`src/rtl/json_string_unescape_macros.svh`:
```
// Assertion helpers shared by the unescaper modules.
// Each expects clk and rst_n in scope at the point of use.
`ifndef JSON_STRING_UNESCAPE_MACROS_SVH
`define JSON_STRING_UNESCAPE_MACROS_SVH

`ifndef SYNTHESIS

// Antecedent at an edge implies consequent at the same edge.
`define JSU_ASSERT_IMPL(label, ante, cons) \
    label: assert property (@(posedge clk) disable iff (!rst_n) (ante) |-> (cons)) \
        else $error("json_string_unescape: implication check failed");

// Expression must never be true at a clock edge.
`define JSU_ASSERT_NEVER(label, expr) \
    label: assert property (@(posedge clk) disable iff (!rst_n) !(expr)) \
        else $error("json_string_unescape: forbidden condition seen");

`else

`define JSU_ASSERT_IMPL(label, ante, cons)
`define JSU_ASSERT_NEVER(label, expr)

`endif

`endif

```
`src/rtl/jsu_pkg.sv`:
```
`timescale 1ns / 1ps
`default_nettype none

package jsu_pkg;

    // Input beat and result beat
    typedef struct packed {
        logic [7:0] data_byte;
        logic       text_end;
    } in_item_t;

    typedef struct packed {
        logic [7:0] out_byte;
        logic [2:0] status;
        logic       last;
    } out_item_t;

    // Result status codes
    localparam logic [2:0] ST_BYTE       = 3'd0;
    localparam logic [2:0] ST_CLOSED     = 3'd1;
    localparam logic [2:0] ST_EXP_QUOTE  = 3'd2;
    localparam logic [2:0] ST_UNTERM_STR = 3'd3;
    localparam logic [2:0] ST_UNTERM_ESC = 3'd4;
    localparam logic [2:0] ST_UNKNOWN    = 3'd5;
    localparam logic [2:0] ST_BAD_HEX    = 3'd6;
    localparam logic [2:0] ST_TRUNC      = 3'd7;

    // Parser phase codes
    localparam logic [3:0] PH_IDLE     = 4'd0;
    localparam logic [3:0] PH_BODY     = 4'd1;
    localparam logic [3:0] PH_ESC      = 4'd2;
    localparam logic [3:0] PH_HEX      = 4'd3;
    localparam logic [3:0] PH_HELD     = 4'd4;
    localparam logic [3:0] PH_HELD_ESC = 4'd5;
    localparam logic [3:0] PH_HELD_HEX = 4'd6;

    // Kind of the main part of a job
    localparam logic [1:0] MK_NONE = 2'd0;
    localparam logic [1:0] MK_BYTE = 2'd1;
    localparam logic [1:0] MK_CP   = 2'd2;

    // Segments of a job, in emission order
    localparam logic [1:0] SEG_PRE  = 2'd0;
    localparam logic [1:0] SEG_MAIN = 2'd1;
    localparam logic [1:0] SEG_TAIL = 2'd2;

    // Surrogate bounds
    localparam logic [15:0] HIGH_SUR_LO = 16'hD800;
    localparam logic [15:0] HIGH_SUR_HI = 16'hDBFF;
    localparam logic [15:0] LOW_SUR_LO  = 16'hDC00;
    localparam logic [15:0] LOW_SUR_HI  = 16'hDFFF;
    localparam logic [20:0] SUPP_BASE   = 21'h10000;

    // Character codes
    localparam logic [7:0] CH_QUOTE  = 8'h22;
    localparam logic [7:0] CH_BSLASH = 8'h5C;
    localparam logic [7:0] CH_SLASH  = 8'h2F;
    localparam logic [7:0] CH_B      = 8'h62;
    localparam logic [7:0] CH_F      = 8'h66;
    localparam logic [7:0] CH_N      = 8'h6E;
    localparam logic [7:0] CH_R      = 8'h72;
    localparam logic [7:0] CH_T      = 8'h74;
    localparam logic [7:0] CH_U      = 8'h75;

    // Work handed from the front to the back: optional flush of a held high
    // surrogate, then an optional byte or code point, then an optional status
    // (ST_BYTE in tail means no status beat).
    typedef struct packed {
        logic        pre_en;
        logic [15:0] pre_cp;
        logic [1:0]  main_kind;
        logic [20:0] main_cp;
        logic [2:0]  tail;
    } job_t;

    // Queue head as seen by the back
    typedef struct packed {
        logic valid;
        job_t job;
    } head_t;

    // Hex digit: {ok, value}
    function automatic logic [4:0] hex_digit(input logic [7:0] b);
        logic [4:0] r;
        r = '0;
        if (b >= 8'h30 && b <= 8'h39) begin
            r = {1'b1, 4'(b - 8'h30)};
        end else if (b >= 8'h61 && b <= 8'h66) begin
            r = {1'b1, 4'(b - 8'h57)};
        end else if (b >= 8'h41 && b <= 8'h46) begin
            r = {1'b1, 4'(b - 8'h37)};
        end
        return r;
    endfunction

    // Number of UTF-8 bytes for a code point, 1 to 4
    function automatic logic [2:0] utf8_len(input logic [20:0] cp);
        logic [2:0] n;
        if (cp < 21'h80) begin
            n = 3'd1;
        end else if (cp < 21'h800) begin
            n = 3'd2;
        end else if (cp < SUPP_BASE) begin
            n = 3'd3;
        end else begin
            n = 3'd4;
        end
        return n;
    endfunction

    // One byte of the UTF-8 form of a code point
    function automatic logic [7:0] utf8_byte(input logic [20:0] cp, input logic [2:0] len,
                                             input logic [1:0] idx);
        logic [7:0] r;
        r = cp[7:0];
        case (len)
            3'd2: r = (idx == 2'd0) ? {3'b110, cp[10:6]} : {2'b10, cp[5:0]};
            3'd3:
            begin
                case (idx)
                    2'd0:    r = {4'b1110, cp[15:12]};
                    2'd1:    r = {2'b10, cp[11:6]};
                    default: r = {2'b10, cp[5:0]};
                endcase
            end
            3'd4:
            begin
                case (idx)
                    2'd0:    r = {5'b11110, cp[20:18]};
                    2'd1:    r = {2'b10, cp[17:12]};
                    2'd2:    r = {2'b10, cp[11:6]};
                    default: r = {2'b10, cp[5:0]};
                endcase
            end
            default: r = cp[7:0];
        endcase
        return r;
    endfunction

endpackage

`default_nettype wire

```
`src/rtl/jsu_front.sv`:
```
`timescale 1ns / 1ps
`default_nettype none
`include "json_string_unescape_macros.svh"

module jsu_front (
    input  wire logic           clk,
    input  wire logic           rst_n,
    input  wire logic           item_valid,
    input  wire jsu_pkg::in_item_t item,
    input  wire logic           full,
    output logic                item_stall,
    output logic                push,
    output jsu_pkg::job_t       job
);
    import jsu_pkg::*;

    logic [3:0]  phase_reg, phase_next;
    logic [15:0] accum_reg, accum_next;
    logic [1:0]  count_reg, count_next;
    logic [15:0] held_high_reg, held_next;

    logic        accept;
    logic [4:0]  hex;
    logic [15:0] accum_shift;
    logic        esc_ok;
    logic [7:0]  esc_val;
    logic        held_mode;
    logic [7:0]  b;

    assign item_stall = full;
    assign accept     = item_valid && !full;
    assign b          = item.data_byte;
    assign hex        = hex_digit(b);
    assign accum_shift = {accum_reg[11:0], hex[3:0]};

    // Decode the simple escapes
    always_comb
    begin
        esc_ok  = 1'b1;
        esc_val = b;
        case (b)
            CH_QUOTE:  esc_val = CH_QUOTE;
            CH_BSLASH: esc_val = CH_BSLASH;
            CH_SLASH:  esc_val = CH_SLASH;
            CH_B:      esc_val = 8'h08;
            CH_F:      esc_val = 8'h0C;
            CH_N:      esc_val = 8'h0A;
            CH_R:      esc_val = 8'h0D;
            CH_T:      esc_val = 8'h09;
            default:   esc_ok  = 1'b0;
        endcase
    end

    // Classify the beat and build the job for the back
    always_comb
    begin
        job        = '0;
        job.pre_cp = held_high_reg;
        phase_next = phase_reg;
        accum_next = accum_reg;
        count_next = count_reg;
        held_next  = held_high_reg;
        held_mode  = (phase_reg == PH_HELD) || (phase_reg == PH_HELD_ESC) ||
                     (phase_reg == PH_HELD_HEX);

        if (item.text_end) begin
            // End of text: flush any held value, report and drop to idle
            phase_next = PH_IDLE;
            accum_next = '0;
            count_next = '0;
            held_next  = '0;
            job.pre_en = held_mode;
            unique case (phase_reg) inside
                PH_BODY, PH_HELD:         job.tail = ST_UNTERM_STR;
                PH_ESC, PH_HELD_ESC:      job.tail = ST_UNTERM_ESC;
                PH_HEX, PH_HELD_HEX:      job.tail = ST_TRUNC;
                default:                  job.tail = ST_EXP_QUOTE;
            endcase
        end else begin
            unique case (phase_reg) inside
                PH_BODY, PH_HELD:
                begin
                    if (phase_reg == PH_HELD && b == CH_BSLASH) begin
                        phase_next = PH_HELD_ESC;
                    end else begin
                        job.pre_en = held_mode;
                        held_next  = '0;
                        if (b == CH_QUOTE) begin
                            job.tail   = ST_CLOSED;
                            phase_next = PH_IDLE;
                            accum_next = '0;
                            count_next = '0;
                        end else if (b == CH_BSLASH) begin
                            phase_next = PH_ESC;
                        end else begin
                            job.main_kind = MK_BYTE;
                            job.main_cp   = {13'd0, b};
                            phase_next    = PH_BODY;
                        end
                    end
                end
                PH_ESC, PH_HELD_ESC:
                begin
                    if (b == CH_U) begin
                        phase_next = held_mode ? PH_HELD_HEX : PH_HEX;
                        accum_next = '0;
                        count_next = '0;
                    end else begin
                        job.pre_en = held_mode;
                        held_next  = '0;
                        if (esc_ok) begin
                            job.main_kind = MK_BYTE;
                            job.main_cp   = {13'd0, esc_val};
                            phase_next    = PH_BODY;
                        end else begin
                            job.tail   = ST_UNKNOWN;
                            phase_next = PH_IDLE;
                            accum_next = '0;
                            count_next = '0;
                        end
                    end
                end
                PH_HEX, PH_HELD_HEX:
                begin
                    if (!hex[4]) begin
                        // Bad digit: flush held value, report
                        job.pre_en = held_mode;
                        job.tail   = ST_BAD_HEX;
                        phase_next = PH_IDLE;
                        accum_next = '0;
                        count_next = '0;
                        held_next  = '0;
                    end else if (count_reg != 2'd3) begin
                        accum_next = accum_shift;
                        count_next = count_reg + 2'd1;
                    end else begin
                        accum_next = '0;
                        count_next = '0;
                        if (held_mode && accum_shift >= LOW_SUR_LO &&
                            accum_shift <= LOW_SUR_HI) begin
                            // Join the pair into one supplementary code point
                            job.main_kind = MK_CP;
                            job.main_cp   = SUPP_BASE +
                                            {1'b0, held_high_reg[9:0], accum_shift[9:0]};
                            held_next     = '0;
                            phase_next    = PH_BODY;
                        end else begin
                            job.pre_en = held_mode;
                            held_next  = '0;
                            if (accum_shift >= HIGH_SUR_LO && accum_shift <= HIGH_SUR_HI) begin
                                held_next  = accum_shift;
                                phase_next = PH_HELD;
                            end else begin
                                job.main_kind = MK_CP;
                                job.main_cp   = {5'd0, accum_shift};
                                phase_next    = PH_BODY;
                            end
                        end
                    end
                end
                default:
                begin
                    accum_next = '0;
                    count_next = '0;
                    held_next  = '0;
                    if (b == CH_QUOTE) begin
                        phase_next = PH_BODY;
                    end else begin
                        job.tail   = ST_EXP_QUOTE;
                        phase_next = PH_IDLE;
                    end
                end
            endcase
        end
    end

    assign push = accept && (job.pre_en || job.main_kind != MK_NONE || job.tail != ST_BYTE);

    // Advance the parser state on each accepted beat
    always_ff @(posedge clk or negedge rst_n)
    begin
        if (!rst_n) begin
            phase_reg     <= PH_IDLE;
            accum_reg     <= '0;
            count_reg     <= '0;
            held_high_reg <= '0;
        end else if (accept) begin
            phase_reg     <= phase_next;
            accum_reg     <= accum_next;
            count_reg     <= count_next;
            held_high_reg <= held_next;
        end
    end

    `JSU_ASSERT_IMPL(a_held_only_in_held_phase, held_high_reg != 16'd0, held_mode)
    `JSU_ASSERT_IMPL(a_held_is_high_sur, held_mode,
                     held_high_reg >= HIGH_SUR_LO && held_high_reg <= HIGH_SUR_HI)

endmodule

`default_nettype wire

```
`src/rtl/jsu_queue.sv`:
```
`timescale 1ns / 1ps
`default_nettype none
`include "json_string_unescape_macros.svh"

module jsu_queue (
    input  wire logic          clk,
    input  wire logic          rst_n,
    input  wire logic          push,
    input  wire jsu_pkg::job_t job,
    input  wire logic          pop,
    output logic               full,
    output jsu_pkg::head_t     head
);
    import jsu_pkg::*;

    job_t       slot_reg [2];
    logic       wr_ptr_reg;
    logic       rd_ptr_reg;
    logic [1:0] count_reg;

    assign full       = (count_reg == 2'd2);
    assign head.valid = (count_reg != 2'd0);
    assign head.job   = slot_reg[rd_ptr_reg];

    // Hold job payloads
    always_ff @(posedge clk)
    begin
        if (push) begin
            slot_reg[wr_ptr_reg] <= job;
        end
    end

    // Advance pointers and fill level
    always_ff @(posedge clk or negedge rst_n)
    begin
        if (!rst_n) begin
            wr_ptr_reg <= 1'b0;
            rd_ptr_reg <= 1'b0;
            count_reg  <= '0;
        end else begin
            if (push) begin
                wr_ptr_reg <= ~wr_ptr_reg;
            end
            if (pop) begin
                rd_ptr_reg <= ~rd_ptr_reg;
            end
            count_reg <= count_reg + {1'b0, push} - {1'b0, pop};
        end
    end

    `JSU_ASSERT_NEVER(a_no_overflow, push && full && !pop)
    `JSU_ASSERT_NEVER(a_no_underflow, pop && !head.valid)

endmodule

`default_nettype wire

```
`src/rtl/jsu_back.sv`:
```
`timescale 1ns / 1ps
`default_nettype none
`include "json_string_unescape_macros.svh"

module jsu_back (
    input  wire logic             clk,
    input  wire logic             rst_n,
    input  wire jsu_pkg::head_t   head,
    output logic                  pop,
    output logic                  result_valid,
    input  wire logic             result_stall,
    output jsu_pkg::out_item_t    result
);
    import jsu_pkg::*;

    logic       started_reg, started_next;
    logic [1:0] seg_reg, seg_next;
    logic [1:0] idx_reg, idx_next;
    logic       result_valid_reg;
    out_item_t  result_reg;

    logic       has_main, has_tail;
    logic [2:0] main_len, seg_len;
    logic [1:0] start_seg, cur_seg, cur_idx, after_seg;
    logic       end_of_seg, more, last_beat;
    logic       load, issue;
    out_item_t  beat;

    assign has_main  = (head.job.main_kind != MK_NONE);
    assign has_tail  = (head.job.tail != ST_BYTE);
    assign main_len  = (head.job.main_kind == MK_CP) ? utf8_len(head.job.main_cp) : 3'd1;
    assign start_seg = head.job.pre_en ? SEG_PRE : (has_main ? SEG_MAIN : SEG_TAIL);
    assign cur_seg   = started_reg ? seg_reg : start_seg;
    assign cur_idx   = started_reg ? idx_reg : 2'd0;

    // Pick the current beat of the job
    always_comb
    begin
        beat      = '0;
        seg_len   = 3'd1;
        more      = 1'b0;
        after_seg = SEG_TAIL;
        unique case (cur_seg)
            SEG_PRE:
            begin
                seg_len        = 3'd3;
                beat.out_byte  = utf8_byte({5'd0, head.job.pre_cp}, 3'd3, cur_idx);
                more           = has_main || has_tail;
                after_seg      = has_main ? SEG_MAIN : SEG_TAIL;
            end
            SEG_MAIN:
            begin
                seg_len        = main_len;
                beat.out_byte  = (head.job.main_kind == MK_CP) ?
                                 utf8_byte(head.job.main_cp, main_len, cur_idx) :
                                 head.job.main_cp[7:0];
                more           = has_tail;
            end
            default:
            begin
                beat.status = head.job.tail;
            end
        endcase
        end_of_seg = ({1'b0, cur_idx} == seg_len - 3'd1);
        last_beat  = end_of_seg && !more;
        beat.last  = last_beat;
    end

    assign load  = !result_valid_reg || !result_stall;
    assign issue = head.valid && load;
    assign pop   = issue && last_beat;

    // Step through segments and beats
    always_comb
    begin
        started_next = started_reg;
        seg_next     = seg_reg;
        idx_next     = idx_reg;
        if (issue) begin
            if (last_beat) begin
                started_next = 1'b0;
                seg_next     = SEG_PRE;
                idx_next     = '0;
            end else if (end_of_seg) begin
                started_next = 1'b1;
                seg_next     = after_seg;
                idx_next     = '0;
            end else begin
                started_next = 1'b1;
                seg_next     = cur_seg;
                idx_next     = cur_idx + 2'd1;
            end
        end
    end

    always_ff @(posedge clk or negedge rst_n)
    begin
        if (!rst_n) begin
            started_reg      <= 1'b0;
            seg_reg          <= SEG_PRE;
            idx_reg          <= '0;
            result_valid_reg <= 1'b0;
        end else begin
            started_reg <= started_next;
            seg_reg     <= seg_next;
            idx_reg     <= idx_next;
            if (load) begin
                result_valid_reg <= head.valid;
            end
        end
    end

    // Hold the output beat while stalled
    always_ff @(posedge clk)
    begin
        if (issue) begin
            result_reg <= beat;
        end
    end

    assign result_valid = result_valid_reg;
    assign result       = result_reg;

    `JSU_ASSERT_IMPL(a_status_beat_is_last, result_valid_reg && result_reg.status != ST_BYTE,
                     result_reg.last && result_reg.out_byte == 8'd0)
    `JSU_ASSERT_IMPL(a_started_needs_job, started_reg, head.valid)

endmodule

`default_nettype wire

```
`src/rtl/json_string_unescape.sv`:
```
`timescale 1ns / 1ps
`default_nettype none
// Channel   Handshake                   Beat
// item      item_valid / item_stall     data_byte, text_end
// result    result_valid / result_stall out_byte, status, last
//
// One input beat per cycle is taken whenever the two-entry job queue has room.
// An item yielding n results (n up to 6) has them issued by the back end one output beat
// per cycle while result_stall is low; items yielding none are never queued.
// The first result of a beat passes through a queue slot, then the output register.
// Reset clears parser state, queue pointers and output valid at once.
// The output register holds its beat while result_stall is high.

module json_string_unescape (
    input  wire logic                 clk,
    input  wire logic                 rst_n,
    input  wire logic                 item_valid,
    output logic                      item_stall,
    input  wire jsu_pkg::in_item_t    item,
    output logic                      result_valid,
    input  wire logic                 result_stall,
    output jsu_pkg::out_item_t        result
);
    import jsu_pkg::*;

    logic  push;
    logic  pop;
    logic  full;
    job_t  job;
    head_t head;

    jsu_front u_front (
        .clk        (clk),
        .rst_n      (rst_n),
        .item_valid (item_valid),
        .item       (item),
        .full       (full),
        .item_stall (item_stall),
        .push       (push),
        .job        (job)
    );

    jsu_queue u_queue (
        .clk   (clk),
        .rst_n (rst_n),
        .push  (push),
        .job   (job),
        .pop   (pop),
        .full  (full),
        .head  (head)
    );

    jsu_back u_back (
        .clk          (clk),
        .rst_n        (rst_n),
        .head         (head),
        .pop          (pop),
        .result_valid (result_valid),
        .result_stall (result_stall),
        .result       (result)
    );

endmodule

`default_nettype wire

```
`config.mk`:
```
export PLATFORM = sky130hd
export DESIGN_NAME = json_string_unescape
export DESIGN_NICKNAME = d
export VERILOG_FILES = /design/src/rtl/jsu_pkg.sv /design/src/rtl/jsu_front.sv /design/src/rtl/jsu_queue.sv /design/src/rtl/jsu_back.sv /design/src/rtl/json_string_unescape.sv
export VERILOG_INCLUDE_DIRS = /design/src /design/src/rtl
export SDC_FILE = /design/constraint.sdc
export NUM_CORES = 1
export LEC_CHECK = 0
export ABC_AREA = 1
export BUFFER_PORTS_ARGS = -buffer_cell sky130_fd_sc_hd__buf_4
export CORE_MARGIN = 1
export CORE_UTILIZATION = 62
export DETAILED_ROUTE_END_ITERATION = 6
export PLACE_DENSITY = 0.83
export SLEW_MARGIN = 25
export SYNTH_ARGS = -nofsm -noshare
export SYNTH_HDL_FRONTEND = slang
export SYNTH_SLANG_ARGS = --single-unit
```
`constraint.sdc`:
```
create_clock -name clk -period 4.3 [get_ports clk]
set_clock_uncertainty 0.2 [all_clocks]
set_input_delay 0.86 -clock clk [delete_from_list [all_inputs] [get_ports clk]]
set_output_delay 0.86 -clock clk [all_outputs]
set_load 0.01 [all_outputs]
```
==> impl_metrics.csv <==
group,metric,value,unit
setup_path,crit_path_end_kind,"register",
route,wire_per_inst,18.6,µm
synthesis,syn_nets,839,
route,firstDrtPassIters,6,
clock_network,cts_setup_buffers,0,
timing,setup_viol,0,
clock_network,cts_tree,"done",
synthesis,synthCells,813,
run,maxCapViolations,0,
global_route,grt-ovfl-total,0,
timing,max_slew_margin,45.3,%
die,die_y,112,µm
finish,final_cells,1001,
finish,final_area,8450,µm²
global_route,grt_pass1_wl,30.2,mm
timing,finalCriticalPeriod,3.57,ns
setup_path,rrSetupSlack,0.73,ns
timing,hold_viol,0,
power_and_ir_drop,leakage,3.62,nW
finish,fin_nets,871,
synthesis,synth_seq_cells,141,
route,via_per_inst,6.05,
finish,drive_above_1_share,16.8,%
timing,worstMarginPinSlew,0.815,ns
clock_network,htreeDepth,4,
timing,fmax,0.280,GHz
synthesis,ys_types,58,
clock_network,ctsResizeCount,0,
global_route,grt_pass1_vias,5880,
route,wl,18.6,mm
clock_network,clk_pin_slew,0.07,ns
clock_network,worstSkewPairLatency,0.42,ns
timing,slew_viol_final,0,
setup_path,critPathLaunchType,"register",
setup_path,reg2regPathDepth,20,
placement,place_congestion,0.922,
outcome,status,"complete, no violations",
finish,n_antenna_cell,0,
die,num_rows,39,
finish,area_delta_synth_final,11.8,%
clock_network,root_buffer,"clkbuf_16",
placement,hpwl,13.1,mm
route,vias,6057,
setup_path,arrival,3.72,ns
placement,pre_cts_ws,0.645,ns
hold_path,worst_hold_path_type,"primary input to async pin",
die,die-area,12600,µm²
global_route,grtUsageTotal,31.6,%
die,die_x,112,µm
global_route,antenna_found_initial,0,
synthesis,yosysWarnings,0,
route,drc_errors,0,
route,ant_nets,0,
die,initial_core_util,64.8,%
timing,setup_tns,0,ns
placement,dp_cells,969,
power_and_ir_drop,powerDensity,632,nW/µm²
placement,port_buffers,26,
clock_network,cts.sinks,141,
timing,setup_ws,0.728,ns
finish,largest_reg_flops,86,
timing,rsz0062_at_grt,"false",
global_route,grt_max_degree,44,
placement,place_area,7870,µm²
route,drt_iter0_drc,766,
setup_path,cp.required,4.44,ns
setup_path,worstSetupPathType,"register to register",
setup_path,critPathMaxFanout,34,
timing,final.period_utilization,83.1,%
clock_network,cts-buffers-inserted,17,
synthesis,avgSynthCellArea,9.30,µm²
synthesis,syn_area,7560,µm²
setup_path,rr_startpoint,"u_queue.rd_ptr_reg",
clock_network,holdBufCountCts,0,
die,pin_count,27,
power_and_ir_drop,ir_drop,0.377,mV
synthesis,yosysSeqAreaShare,53.2,%
clock_network,clockBufferDepth,2,
setup_path,r2r_end,"u_queue.count_reg[1]",
die,core,11700,µm²
-- report_power, final --
part | switching, mW | leakage, nW | total (mW) | internal [mW]
sequential | 0.0952 | 1.52 | 1.90 | 1.81
combinational | 1.39 | 1.81 | 2.01 | 0.618
clock | 0.644 | 0.289 | 1.43 | 0.787
-- routing by layer --
| layer | vias up | global-route usage, % | routed length, µm | part of all wire, % |
|---|---|---|---|---|
| met5 | - | 0 | 0 | 0 |
| met1 | 2884 | 41.2 | 7860 | 42 |
| met4 | 0 | 14.6 | 632 | 3.4 |
| li1 | 2820 | - | - | - |
| met2 | 298 | 51.5 | 8800 | 47 |
| met3 | 55 | 6.21 | 1290 | 6.9 |
-- cell usage in the layout, fill, tap and decap left out, drive strengths merged, types with 2 or more instances in the layout --
cell / count
buf: 33
clkbuf: 18
xor2: 6
mux2i: 4
o21a: 2
a221oi: 3
a211oi: 8
or2: 2
a31oi: 5
o2111ai: 5
o32ai: 2
o22ai: 33
nand4: 5
clkinv: 8
ha: 13
nand3: 38
edfxtp: 98
o21ai: 66
a21boi: 2
a21oi: 23
dfrtp: 43
o211ai: 4
nand3b: 4
inv: 119
nor2: 80
nor3: 4
nand2: 223
-- area by class of cell --
class	count	area (µm²)
clock buffers	18	439
clock inverters	14	139
fillers	834	3210
inverters	113	434
multi-input cells	539	2970
flip-flops and latches	141	4020
well taps	143	179
repair buffers	33	273
-- cells by family after synthesis --
group	Yosys count	synth area share [%]
muxes	4	0.530
DFF	141	53.2
and+or+nand+nor	358	22.0
buffers and inverters	133	7.63
AOI/OAI and AO/OA	157	13.7
adders and majority gates	13	2.15
xor gates and xnor gates	7	0.811
-- Yosys cell counts, drive strengths merged --
| library cell | number | area, µm² |
|---|---|---|
| o22ai | 33 | 263 |
| ha | 13 | 163 |
| a21boi | 2 | 18.8 |
| o21ai | 66 | 334 |
| a22o | 1 | 8.76 |
| clkinv | 4 | 15.0 |
| xor2 | 6 | 52.6 |
| o31ai | 1 | 7.51 |
| nor3b | 1 | 7.51 |
| and3 | 1 | 6.26 |
| o21a | 2 | 15.0 |
| buf | 12 | 111 |
| a31o | 1 | 8.76 |
| clkbuf | 8 | 31.3 |
| or2 | 2 | 15.0 |
| xnor2 | 1 | 8.76 |
| nor3 | 4 | 25.0 |
| a221oi | 3 | 26.3 |
| o2111ai | 5 | 43.8 |
| nor2 | 80 | 368 |
| mux2i | 4 | 40.0 |
| o221ai | 1 | 8.76 |
| nand4 | 5 | 31.3 |
| nand3b | 4 | 42.5 |
| a211oi | 8 | 60.1 |
| inv | 109 | 419 |
| a21oi | 23 | 145 |
| a31oi | 5 | 46.3 |
| nand2 | 223 | 926 |
| dfrtp | 43 | 1080 |
| edfxtp | 98 | 2940 |
| nand3 | 38 | 243 |
| o32ai | 2 | 17.5 |
| o211ai | 4 | 30.0 |
-- stage by stage --
stage	hold slack [ns]	power, mW	utilization [%]
2_1_floorplan	0.242	3.30	-
3_3_place_gp	0.252	3.82	67.5
3_5_place_dp	0.258	3.86	67.5
4_1_cts	0.273	5.31	72.5
5_1_grt	0.291	5.60	72.5
6_report	0.263	5.34	72.5
-- worst max-delay path: stages, from the launching register on --
cell and delay (ns):
dfrtp_1 0.43, inv_4 0.31, o21ai_1 0.16, nor2_1 0.13, nand3_2 0.12, nor2_4 0.13
inv_2 0.06, nor2_1 0.08, nor2_1 0.06, a31o_2 0.19, inv_1 0.05, ha_1 0.23
xor2_1 0.19, nor2_4 0.20, nand3_4 0.12, nor2_4 0.11, ha_1 0.24, inv_1 0.06
ha_1 0.14, xnor2_1 0.13, xor2_1 0.16
-- worst max-delay path by stage --
stage                     cells after the start                from                endpoint
after detailed placement                     19             item[1]    u_queue.count_reg[1]
final                                        20  u_queue.rd_ptr_reg    u_queue.count_reg[1]
after global placement                       19             item[1]    u_queue.count_reg[1]
after floorplan                              16             item[1]  u_queue.slot_reg[1][0]
after CTS                                    20  u_queue.rd_ptr_reg    u_queue.count_reg[1]
after global routing                         20  u_queue.rd_ptr_reg    u_queue.count_reg[1]
Note: power is estimated with default switching activity, not from simulation.
